[src/rtl/xdc_pkg.sv]
`default_nettype none

package xdc_pkg;

  // unit sizes
  localparam int SqrtSteps = 34;
  localparam int RadW      = 2 * SqrtSteps;
  localparam int RootW     = SqrtSteps;
  localparam int AdivSteps = 49;
  localparam int AlphaW    = AdivSteps;
  localparam int TsqW      = 34;
  localparam int CompW     = 17;
  localparam int DivSteps  = 31;
  localparam int DenW      = 50;
  localparam int NumW      = 33;
  localparam int MulAW     = 34;
  localparam int MulBW     = 31;
  localparam int MulLat    = 2;

  // pipeline stage numbers (register set after that many edges)
  localparam int StIn    = 1;
  localparam int StSq    = 2;
  localparam int StSum   = 3;
  localparam int StLen   = StSum + SqrtSteps;
  localparam int StAlpha = StSq + AdivSteps;
  localparam int StDen   = StAlpha + 1;
  localparam int StDiv   = StDen + DivSteps;
  localparam int StS     = StDiv + MulLat;
  localparam int StMove  = StS + MulLat;
  localparam int Lat     = StMove + 1;

  // configuration register indexes
  typedef enum logic [1:0] {
    REG_REST_LENGTH = 2'd0,
    REG_COMPLIANCE  = 2'd1,
    REG_TIME_STEP   = 2'd2
  } reg_idx_t;

  typedef struct packed {
    logic signed [31:0] first_x;
    logic signed [31:0] first_y;
    logic signed [31:0] first_z;
    logic signed [31:0] second_x;
    logic signed [31:0] second_y;
    logic signed [31:0] second_z;
    logic [23:0]        first_inv_mass;
    logic [23:0]        second_inv_mass;
  } in_item_t;

  typedef struct packed {
    logic signed [31:0] new_first_x;
    logic signed [31:0] new_first_y;
    logic signed [31:0] new_first_z;
    logic signed [31:0] new_second_x;
    logic signed [31:0] new_second_y;
    logic signed [31:0] new_second_z;
    logic               degenerate;
  } out_item_t;

endpackage

`default_nettype wire

[src/rtl/xdc_mul.sv]
`default_nettype none

// two-stage a * b / 2^30, a split in two halves
module xdc_mul import xdc_pkg::*; (
  input  wire logic             clk,
  input  wire logic [MulAW-1:0] a_i,
  input  wire logic [MulBW-1:0] b_i,
  output logic      [MulAW-1:0] p_o
);

  localparam int HalfW = MulAW / 2;
  localparam int PartW = HalfW + MulBW;
  localparam int FullW = PartW + HalfW;

  logic [PartW-1:0] lo_r;
  logic [PartW-1:0] hi_r;
  logic [FullW-1:0] full;
  logic [MulAW-1:0] p_r;

  // partial products
  always_ff @(posedge clk) begin
    lo_r <= PartW'(a_i[HalfW-1:0]) * PartW'(b_i);
    hi_r <= PartW'(a_i[MulAW-1:HalfW]) * PartW'(b_i);
  end

  // recombine and drop 30 fraction bits
  assign full = {hi_r, {HalfW{1'b0}}} + FullW'(lo_r);

  always_ff @(posedge clk) begin
    p_r <= full[30 +: MulAW];
  end

  assign p_o = p_r;

endmodule

`default_nettype wire

[config.mk]
export PLATFORM = sky130hd
export DESIGN_NAME = xdc_mul
export DESIGN_NICKNAME = d
export VERILOG_FILES = /design/src/rtl/xdc_pkg.sv /design/src/rtl/xdc_mul.sv
export SDC_FILE = /design/constraint.sdc
export NUM_CORES = 2
export LEC_CHECK = 0
export BUFFER_PORTS_ARGS = -buffer_cell sky130_fd_sc_hd__buf_2
export CAP_MARGIN = 0
export CELL_PAD_IN_SITES_DETAIL_PLACEMENT = 1
export CELL_PAD_IN_SITES_GLOBAL_PLACEMENT = 1
export CORE_MARGIN = 3
export CORE_UTILIZATION = 40
export CTS_CLUSTER_DIAMETER = 30
export DETAILED_ROUTE_END_ITERATION = 8
export GPL_TIMING_DRIVEN = 1
export HOLD_SLACK_MARGIN = 0.02
export PLACE_DENSITY_LB_ADDON = 0.1
export SETUP_SLACK_MARGIN = 0.02
export SLEW_MARGIN = 10
export SYNTH_ARGS = -nofsm -noshare
export SYNTH_HDL_FRONTEND = slang
export SYNTH_SLANG_ARGS = --single-unit
[constraint.sdc]
create_clock -name clk -period 13 [get_ports clk]
set_input_delay 0.65 -clock clk [delete_from_list [all_inputs] [get_ports clk]]
set_output_delay 0.65 -clock clk [all_outputs]
set_load 0.1 [all_outputs]
# After elaboration in Yosys (flattened, before gate mapping)
# Index checks and enable logic that the tools add are counted.
[word_totals]
register_bits = 129
inputBits = 66
out_inout_bits = 34
elab_cells = 6
[classes]
add_sub_neg = 1
n_mul = 2
[ops]
columns = ["operator", "n"]
rows = [
  ["$add 64x48->64", 1],
  ["$mul 17x31->48", 1],
  ["$mul 17x31->47", 1],
]

# Longest topological paths before layout
[logic_depth]
ltp_word = 1
depth_mapped = 24
ltp_nobuf = 23

# Worst setup path after synthesis
# OpenSTA, ideal clock, no wires.
[synth_timing]
path_type = "in2reg"
startpoint = "in b_i[28]"
endpoint = "reg lo_r[43]"
t_arrival_ns = 6.285
t_required_ns = 12.927
setup_slack_ns = 6.642
path_stages = 22
path_buffers = 2
path_cell_list = "clkbuf_1 clkbuf_1 nand2_1 fa_1 inv_1 fa_1 inv_1 fa_1 inv_1 fa_1 fa_1 fa_1 ha_1 and3_1 or3b_1 a21oi_1 or2_2 nand3_1 nand4_1 nand2_1 o311ai_0 xnor2_1"
[synth_between]
elab_chain_cells = 1
[synth_lines]
columns = ["element", "line", "text"]
rows = [
  ["start: declaration", "xdc_mul.sv:7", "input wire logic [MulBW-1:0] b_i,"],
  ["$mul 17x31->48", "xdc_mul.sv:22", "lo_r <= PartW'(a_i[HalfW-1:0]) * PartW'(b_i);"],
  ["end signal: assignment", "xdc_mul.sv:22", ""],
  ["end: declaration", "xdc_mul.sv:15", "logic [PartW-1:0] lo_r;"],
]
# Every way passes these cells.

# Worst setup path after layout
[layout_timing]
startpoint = "in b_i[12]"
endpoint = "reg hi_r[46]"
[layout_between]
elab_chain_cells = 1
[layout_lines]
columns = ["element", "line", "text"]
rows = [
  ["$mul 17x31->47", "xdc_mul.sv:23", "hi_r <= PartW'(a_i[MulAW-1:HalfW]) * PartW'(b_i);"],
  ["end signal: assignment", "xdc_mul.sv:23", ""],
  ["end: declaration", "xdc_mul.sv:16", "logic [PartW-1:0] hi_r;"],
]
# Every way passes these cells.

==> reports/metrics.cfg <==
[outcome]
outcome=finished clean

[setup_path]
cp-start-kind=input pin
cp.required_ns=13.29
cp_common_cell=fa_1
cp_max_fo=34
crit_slowest_cell=a2111oi_2
critPathMaxStageDelay_ns=0.73
crit_chain=buf_2 -> nand2_1 -> fa_1 -> inv_1 -> fa_1 -> fa_1 -> fa_1 -> fa_1 -> inv_1 -> fa_1 -> inv_1 -> ha_1 -> nand4_1 -> nor2_1 -> o2111ai_2 -> a2111oi_2 -> o31ai_2 -> o21ai_2 -> a21oi_1 -> a311o_1
critical_path_arrival_ns=7.60
crit_type=input pin to flip-flop
crit_family=adder cells
path_buf_inv=4
end_kind=flip-flop
r2r_slack_ns=9.51

[synthesis]
syn_area_um2=36500
synth_common_cells=inv_1 (1025), fa_1 (865), nand2_1 (709)
yosys.area.top_type=fa_1
synthTopCellsByArea=fa_1 (47%), inv_1 (11%), ha_1 (9.2%)
synth_edf_count=0
syn_inst=4152
ys_seq_elements=112
synth.distinct_cells=72
synth_warnings=0
synth.avg_cell_area_um2=8.80
ys_seq_area_frac=0.0614
syn_nets=5351
synth_ff_type=dfxtp_1
synthArstFlopShare=0
yosysMostFrequentCell=inv_1
synthDominantCellAreaShare=0.474

[clock_network]
cts_buffers=9
cts-htree-levels=3
ctsHoldBuffers=0
cts_sinks=112
clk_path_buf_depth=2
cts_resized=0
root_buffer=clkbuf_16
post-cts-setup-buffers=0
cts_tree=done
worstSkewPairLatency_ns=0.40
clk_pin_slew_worst_paths_ns=0.08

[die]
start_util=0.405
rows=110
fp.dieH_um=308
io_pins=100
core_area_um2=90300
die_width_um=308
dieArea_um2=95000

[sta]
clock.fmax_mhz=137
period_share=0.562
tightestPinTransition_ns=1.00
fin_crit_ns=7.31
grt_setup_unrepaired=no
max-slew-margin-rel=0.330
tns_ns=0
skew_ns=0.0122
finalSetupViolCount=0
hold_viol=0
maxSlewViolCount=0

[final_layout]
finalNetCount=5263
drive_gt1_frac=0.0388
final_util=0.422
syn_to_final_growth_pct=4.34

[routing]
antenna_left=0
routed_wl_mm=107
wire_per_inst_um=20.4
firstDrtPassIters=5
drt_drc_violations_left=0
drt_iter0_drc=957
via_per_inst=5.05
dr_total_vias=26500

[grt]
antenna_found_initial=5
met3_usage=0.0194
top_usage_layer=met2
grt_util_met1=0.288
grt_max_degree=35
first_global_vias=31200
grt_use_total=0.241
grt_overflow=0
grtUsageMet2=0.460
grt_pass1_wl_mm=175

[placed_design]
numPortBuffers=99
gp_congestion=0.797
hpwlAfterDp_mm=81.4

[worst_hold_path]
hp-class=flip-flop to flip-flop

[run]
cap_violations=0

registers in the layout (all words and copies together) (netlist names):
| name | cells |
|---|---|
| lo_r | 31 |
| p_o | 34 |
| hi_r | 47 |
layout by cell type (no fill, tap or decap), types with 27 or more instances in the layout:
cell type / instances
nand4_1: 27
nand2_1: 709
inv_1: 1025
xor2_1: 31
a21o_1: 58
fa_1: 865
xnor2_1: 73
o21ai_0: 39
a21oi_1: 91
nor2_1: 47
dfxtp_1: 112
buf_2: 99
ha_1: 268
and2_1: 403
final cells by class:
type / count / area (um^2)
clock inverter: 5 / 45.0
inverter: 1025 / 3850
clock buffer: 11 / 253
tap: 1176 / 1470
multi-input combinational: 2799 / 29600
antenna: 5 / 12.5
timing repair buffer: 117 / 631
sequential: 112 / 2240
fill: 10700 / 52200
metrics by stage:
step           hold WS, ns  std cells  cell area, um^2  setup WS [ns]
6_report             0.436       5250            38100           5.69
5_1_grt              0.448       5245            38100           5.26
2_1_floorplan        0.412       4152            36500           6.64
3_3_place_gp         0.425       5229            37800           5.25
4_1_cts              0.439       5245            38100           5.72
3_5_place_dp         0.421       5229            37800           5.27
kinds of logic after synthesis:
logic type | after synthesis | synth area share
flops | 112 | 0.0614
buf+inv | 1241 | 0.128
simple gates | 1275 | 0.168
compound gates | 287 | 0.0525
xor+xnor | 104 | 0.0249
fa+ha+maj | 1133 | 0.566
layer usage:
layer,vias to the layer above,part of all wire
li1,11900,-
met1,14200,0.41
met2,331,0.54
met3,103,0.021
met4,0,0.025
met5,-,0
worst paths after layout:
path,from,endpoint,cells past startpoint
max,b_i[12],hi_r[46],20
min,hi_r[46],p_o[33],1
max reg2reg,lo_r[24],p_o[29],10
min reg2reg,hi_r[46],p_o[33],1
Power is left out: the tool's default activity adds up to more than one toggle a clock period on the data nets, which glitch-free logic cannot reach.
