## src/rtl/xdc_pkg.sv

```systemverilog
`default_nettype none

package xdc_pkg;

  // unit sizes
  localparam int SqrtSteps = 34;
  localparam int RadW      = 2 * SqrtSteps;
  localparam int RootW     = SqrtSteps;
  localparam int AdivSteps = 49;
  localparam int AlphaW    = AdivSteps;
  localparam int TsqW      = 34;
  localparam int CompW     = 17;
  localparam int DivSteps  = 31;
  localparam int DenW      = 50;
  localparam int NumW      = 33;
  localparam int MulAW     = 34;
  localparam int MulBW     = 31;
  localparam int MulLat    = 2;

  // pipeline stage numbers (register set after that many edges)
  localparam int StIn    = 1;
  localparam int StSq    = 2;
  localparam int StSum   = 3;
  localparam int StLen   = StSum + SqrtSteps;
  localparam int StAlpha = StSq + AdivSteps;
  localparam int StDen   = StAlpha + 1;
  localparam int StDiv   = StDen + DivSteps;
  localparam int StS     = StDiv + MulLat;
  localparam int StMove  = StS + MulLat;
  localparam int Lat     = StMove + 1;

  // configuration register indexes
  typedef enum logic [1:0] {
    REG_REST_LENGTH = 2'd0,
    REG_COMPLIANCE  = 2'd1,
    REG_TIME_STEP   = 2'd2
  } reg_idx_t;

  typedef struct packed {
    logic signed [31:0] first_x;
    logic signed [31:0] first_y;
    logic signed [31:0] first_z;
    logic signed [31:0] second_x;
    logic signed [31:0] second_y;
    logic signed [31:0] second_z;
    logic [23:0]        first_inv_mass;
    logic [23:0]        second_inv_mass;
  } in_item_t;

  typedef struct packed {
    logic signed [31:0] new_first_x;
    logic signed [31:0] new_first_y;
    logic signed [31:0] new_first_z;
    logic signed [31:0] new_second_x;
    logic signed [31:0] new_second_y;
    logic signed [31:0] new_second_z;
    logic               degenerate;
  } out_item_t;

endpackage

`default_nettype wire

```

## src/rtl/xdc_sqrt.sv

```systemverilog
`default_nettype none

// pipelined integer square root, one root bit per stage
module xdc_sqrt import xdc_pkg::*; (
  input  wire logic             clk,
  input  wire logic [RadW-1:0]  rad_i,
  output logic      [RootW-1:0] root_o
);

  localparam int RemW = RootW + 2;
  localparam int AccW = RootW + 4;

  logic [RadW-1:0]  rad_r  [SqrtSteps];
  logic [RemW-1:0]  rem_r  [SqrtSteps];
  logic [RootW-1:0] root_r [SqrtSteps];

  for (genvar j = 0; j < SqrtSteps; j++) begin : g_step
    logic [RadW-1:0]  rad_in;
    logic [RemW-1:0]  rem_in;
    logic [RootW-1:0] root_in;
    logic [AccW-1:0]  acc;
    logic [AccW-1:0]  trial;

    if (j == 0) begin : g_first
      assign rad_in  = rad_i;
      assign rem_in  = '0;
      assign root_in = '0;
    end else begin : g_next
      assign rad_in  = rad_r[j-1];
      assign rem_in  = rem_r[j-1];
      assign root_in = root_r[j-1];
    end

    // bring down the next bit pair and try the new root bit
    assign acc   = {rem_in, rad_in[RadW-1 -: 2]};
    assign trial = {2'b00, root_in, 2'b01};

    always_ff @(posedge clk) begin
      rad_r[j] <= rad_in << 2;
      if (acc >= trial) begin
        rem_r[j]  <= RemW'(acc - trial);
        root_r[j] <= {root_in[RootW-2:0], 1'b1};
      end else begin
        rem_r[j]  <= acc[RemW-1:0];
        root_r[j] <= {root_in[RootW-2:0], 1'b0};
      end
    end
  end

  assign root_o = root_r[SqrtSteps-1];

endmodule

`default_nettype wire

```

## config.mk

```make
export PLATFORM = sky130hd
export DESIGN_NAME = xdc_sqrt
export DESIGN_NICKNAME = d
export VERILOG_FILES = /design/src/rtl/xdc_pkg.sv /design/src/rtl/xdc_sqrt.sv
export SDC_FILE = /design/constraint.sdc
export NUM_CORES = 2
export LEC_CHECK = 0
export BUFFER_PORTS_ARGS = -buffer_cell sky130_fd_sc_hd__buf_2
export CORE_MARGIN = 4
export CORE_UTILIZATION = 65
export DETAILED_ROUTE_END_ITERATION = 6
export MAX_ROUTING_LAYER = met4
export PLACE_DENSITY = 0.82
export REMOVE_ABC_BUFFERS = 1
export SYNTH_ARGS = -nofsm -noshare
export SYNTH_HDL_FRONTEND = slang
export SYNTH_MEMORY_MAX_BITS = 65536
export SYNTH_SLANG_ARGS = --single-unit
```

## constraint.sdc

```tcl
create_clock -name clk -period 5.35 [get_ports clk]
set_input_delay 1.07 -clock clk [delete_from_list [all_inputs] [get_ports clk]]
set_output_delay 1.07 -clock clk [all_outputs]
set_load 0.01 [all_outputs]
```

== Yosys cells after proc, flatten, opt, wreduce, memory -nomap -nowiden ==
Memory sizes are Yosys's and may differ from the RTL's.
Cells that the tools add are included.

* Bits in registers: 0
* RAM bits: 4624
* Bits of input ports: 69
* Output and inout bits: 34
* Word-level logic and storage cells: 309
* Memories kept: 3

* Add/subtract/negate cells: 34
* Order comparisons: 34
* Multiplexer cells: 170
* Bitwise logic cells: 68

{| class="wikitable"
|+ Memories
! memory !! words !! bits a word !! rd ports !! clocked after memory_dff !! write ports !! line !! text
|-
| rad_r || 34 || 66 || 33 || 0 || 34 || xdc_sqrt.sv:13 || <nowiki>logic [RadW-1:0] rad_r [SqrtSteps];</nowiki>
|-
| rem_r || 34 || 36 || 33 || 0 || 34 || xdc_sqrt.sv:14 || <nowiki>logic [RemW-1:0] rem_r [SqrtSteps];</nowiki>
|-
| root_r || 34 || 34 || 34 || 0 || 34 || xdc_sqrt.sv:15 || <nowiki>logic [RootW-1:0] root_r [SqrtSteps];</nowiki>
|}

{| class="wikitable"
|+ Operators with widths
! operator !! number
|-
| >= comparator 38 x 36 -> 1 bit || 33
|-
| 2-to-1 mux 36 bit || 34
|-
| subtractor 36 bit || 33
|-
| 2-to-1 mux 34 bit || 34
|-
| 2-to-1 mux 1 bit || 102
|-
| OR 1 bit || 68
|-
| subtractor 2 x 1 -> 3 bit (second input constant) || 1
|-
| >= comparator 2 x 1 -> 1 bit (second input constant) || 1
|}

== Longest topological paths before layout ==
An unclocked memory read counts as a cell.

* Depth after elaboration: 5
* Depth in mapped cells: 15
* Mapped depth without buffers: 13

== Least setup slack after synthesis ==
No wires, ideal clock.

* Path type: register to register
* Start: mem root_r[28][5] in the netlist's numbering
* End: mem rem_r[29][15] in the netlist's numbering
* Data arrival time: 3.132 ns
* Required time: 5.229 ns
* Slack: 2.098 ns
* Cell stages (with the launch flop): 12
* Path buffers: 1
* Period minus slack after synthesis: 3.252 ns
* Path through: dfxtp_1 > inv_1 > ha_1 > a211oi_1 > o31ai_1 > a21o_1 > a221oi_1 > o31a_1 > o31ai_1 > a41oi_1 > clkbuf_1 > mux2_2

{| class="wikitable"
|+ RTL lines
! element !! line
|-
| start: declaration || xdc_sqrt.sv:15
|-
| end: declaration || xdc_sqrt.sv:14
|}

==> flow_summary.yaml <==
timing:
  finalMaxSlewViolations: 0
  worst_pin_slew_ps: 1260
  finalCriticalPeriod_ps: 4860
  slew_headroom_pct: 16.1
  rsz0062_at_grt: "no"
  fin_skew_ps: 42.2
  clock.fmax_ghz: 0.206
  setup_viol_count_final: 0
  finalCritPeriodShare_pct: 90.8
  hold_ws_ps: 254
  tns_ps: 0
  setup_slack_ps: 492
  hold_viol: 0
synth:
  ys_ff_latch: 2852
  ys.flop_type: "dfxtp_1"
  post_synth_num_cell_types: 103
  async_flop_share_pct: 0
  ys_seq_area_share_pct: 54.8
  synth_edf_count: 0
  synth_area_per_cell_um2: 10.1
  yosys_warnings: 0
  synthCells: 10300
  synth.cell_area_um2: 104000
grt:
  met2_usage_pct: 51.6
  grt_pass1_vias: 72900
  grt_first_pass_wirelength_um: 387000
  use_met3_pct: 3.94
  antenna_found_initial: 6
  grt_overflow_total: 0
  grt_most_used_layer: "met2"
  grt_max_degree: 67
  met1_usage_pct: 34.5
  grt_usage_pct: 29.5
place:
  port_buffers: 102
  hpwl_um: 178000
  place_ws_ps: 599
  globalplace.congestion: 0.948
critical_path:
  crit_chain: "inv_1, ha_1, nor2b_1, o31a_1, nor3_1, o311ai_0, buf_4, a221oi_1, a31oi_1, a21oi_4, clkinv_1, nand2_1, nor4_1, xor2_1"
  worstReg2RegStart: "root_r[25][0]"
  crit_fanout: 51
  cp_data_required_time_ps: 6090
  end_kind: "register"
  critPathMaxStageDelay_ps: 1020
  crit_start: "root_r[25][0]"
  crit_slowest_cell: "a21oi_4"
  critPathArrivalTime_ps: 5600
  critPathLaunchType: "register"
  reg2regPathDepth: 14
  crit_type: "reg -> reg"
clocking:
  htreeDepth: 5
  clk_pin_slew_worst_paths_ps: 60
  numClockSinks: 2852
  root_buffer: "clkbuf_16"
  cts.path.max_buffers: 4
  post_cts_buffers: 0
  cts_tree: "yes"
  cts_resized: 0
  cts_hold_buf: 0
  cts_made_buffers: 291
  clkLatencyLatePin_ps: 920
pwr:
  irDropWorstVdd_mv: 0.406
  power.density_nw_per_um2: 478
  pwr-share-seq_pct: 48.9
  totalPowerFinal_uw: 55800
  pwr-share-comb_pct: 14.4
  power_leakage_uw: 0.0547
  clkPwrFrac_pct: 36.8
  p_sw_uw: 15200
  switching_share_pct: 27.3
  power.internal_uw: 40500
floorplanning:
  coreArea_um2: 159000
  initial_core_util_pct: 65.6
  die_y_um: 408
  row_count: 146
  die_area_um2: 167000
  ioPinCount: 103
  die_w_um: 408
route:
  avgRoutedWirePerCell_um: 19.1
  vias: 72900
  drc: 0
  drt_wl_total_um: 244000
  dr.pass1.iters: 6
  vias_per_cell: 5.70
  drtAntennaViolNets: 0
  drt-initial-drc-count: 5185
final_layout:
  drive_gt1_share_pct: 7.24
  nets: 11200
  seq_area_um2: 57100
  fillers: 11100
  final_core_util_pct: 73.4
  syn_to_final_growth_pct: 12.0
  multi_input_area_um2: 43400
min_path:
  hold_depth: 1
  hold_start: "rad_i[62]"
  hp-class: "in -> reg"
run_status:
  status: "finished, final reports clean"
run:
  maxCapViolations: 0
[cells in the final DEF (no fill, tap or decap), types with 269 or more instances in the layout]
| cell type | instances |
|---|---|
| ha_1 | 632 |
| a21oi_1 | 611 |
| xor2_1 | 481 |
| o21ai_0 | 561 |
| dfxtp_1 | 2852 |
| clkbuf_16 | 299 |
| inv_1 | 804 |
| xnor2_1 | 476 |
| nand2_1 | 717 |
| nor3_1 | 269 |
| nor2_1 | 632 |
[flip-flops by register name, summed over array words and instances (netlist names)]
| signal | flops |
|---|---|
| rad_r | 1122 |
| root_r | 595 |
| rem_r | 1135 |
[routing by layer]
| layer | vias up | part of all wire [%] |
|---|---|---|
| li1 | 35600 | - |
| met4 | 0 | 3.9 |
| met5 | - | 0 |
| met3 | 696 | 4.9 |
| met1 | 34400 | 41 |
| met2 | 2187 | 50 |
[metrics by stage]
step           instance area (µm²)  instances
6_report                    117000      12800
5_1_grt                     117000      12800
4_1_cts                     117000      12800
3_5_place_dp                107000      12300
3_3_place_gp                107000      12300
2_1_floorplan               103000      10100
[synth_stat cells (13+ instances only)]
master	instances	area (µm²)
a2111oi_0	14	123
a211o_1	15	131
a211oi_1	55	413
a21boi_0	19	143
a21o_1	227	1700
a21oi_1	613	3070
a221oi_1	14	123
a31o_2	13	114
a31oi_1	56	350
and2_1	39	244
and3_1	75	469
and4_1	19	166
buf_1	13	48.8
clkbuf_1	164	616
dfxtp_1	2852	57100
ha_1	632	7910
inv_1	804	3020
mux2_2	76	856
mux2i_1	14	140
nand2_1	717	2690
nand2b_1	141	882
nand3_1	147	736
nand3b_1	33	248
nand4_1	122	763
nand4b_1	14	123
nor2_1	632	2370
nor2b_1	97	607
nor3_1	271	1360
nor3b_1	17	128
nor4_1	121	757
o2111ai_1	16	140
o211ai_1	32	240
o21a_1	104	781
o21ai_0	561	2810
o21bai_1	58	435
o31a_1	18	158
o31ai_1	76	571
o41ai_1	20	175
or2_2	41	257
or3_1	116	726
or4_1	63	473
xnor2_1	476	4170
xor2_1	481	4210
[power by group through the flow]
stage | registers (µW) | clock network [µW] | logic, µW
after global placement | 27600 | 0 | 7710
after global routing | 27600 | 21700 | 8910
final | 27200 | 20500 | 8020
after CTS | 27200 | 20800 | 7970
after detailed placement | 27600 | 0 | 7850
after floorplan | 26600 | 0 | 6130
[critical path, delay by kind of cell (launching register included)]
kind	cells	cell delay (ps)
adders and majority gates	1	320
and+or+nand+nor	4	760
xor gates and xnor gates	1	160
buffers and inverters	3	940
AOI/OAI and AO/OA	5	2170
DFF	1	340
[cell families (layout without fill, tap and decap cells)]
logic type                 after synthesis  count (layout)  share of synthesized area, %
buffers and inverters                 1000            1442                          3.63
xor gates and xnor gates               957             957                          8.05
adders and majority gates              632             632                          7.59
DFF                                   2852            2852                          54.8
and+or+nand+nor                       2708            2708                          12.9
muxes                                   90              90                         0.956
other                                    1               3                       0.00360
AOI/OAI and AO/OA                     2027            2027                          12.1
[layout make-up]
type,count,area share (%)
Sequential cell,2852,49.0
Multi-Input combinational cell,6415,37.2
Clock buffer,388,7.09
Inverter,810,2.61
Tap cell,2072,2.22
Clock inverter,111,1.26
Timing Repair Buffer,133,0.637
Antenna cell,2,0.00429
[path summary, 6_finish.rpt]
check | slack [ps] | to
setup reg to reg | 490 | rem_r[26][30]
hold reg to reg | 320 | rad_r[8][52]
hold / removal | 250 | rad_r[0][62]
setup / recovery | 490 | rem_r[26][30]
Note: power is estimated with default switching activity, not from simulation.
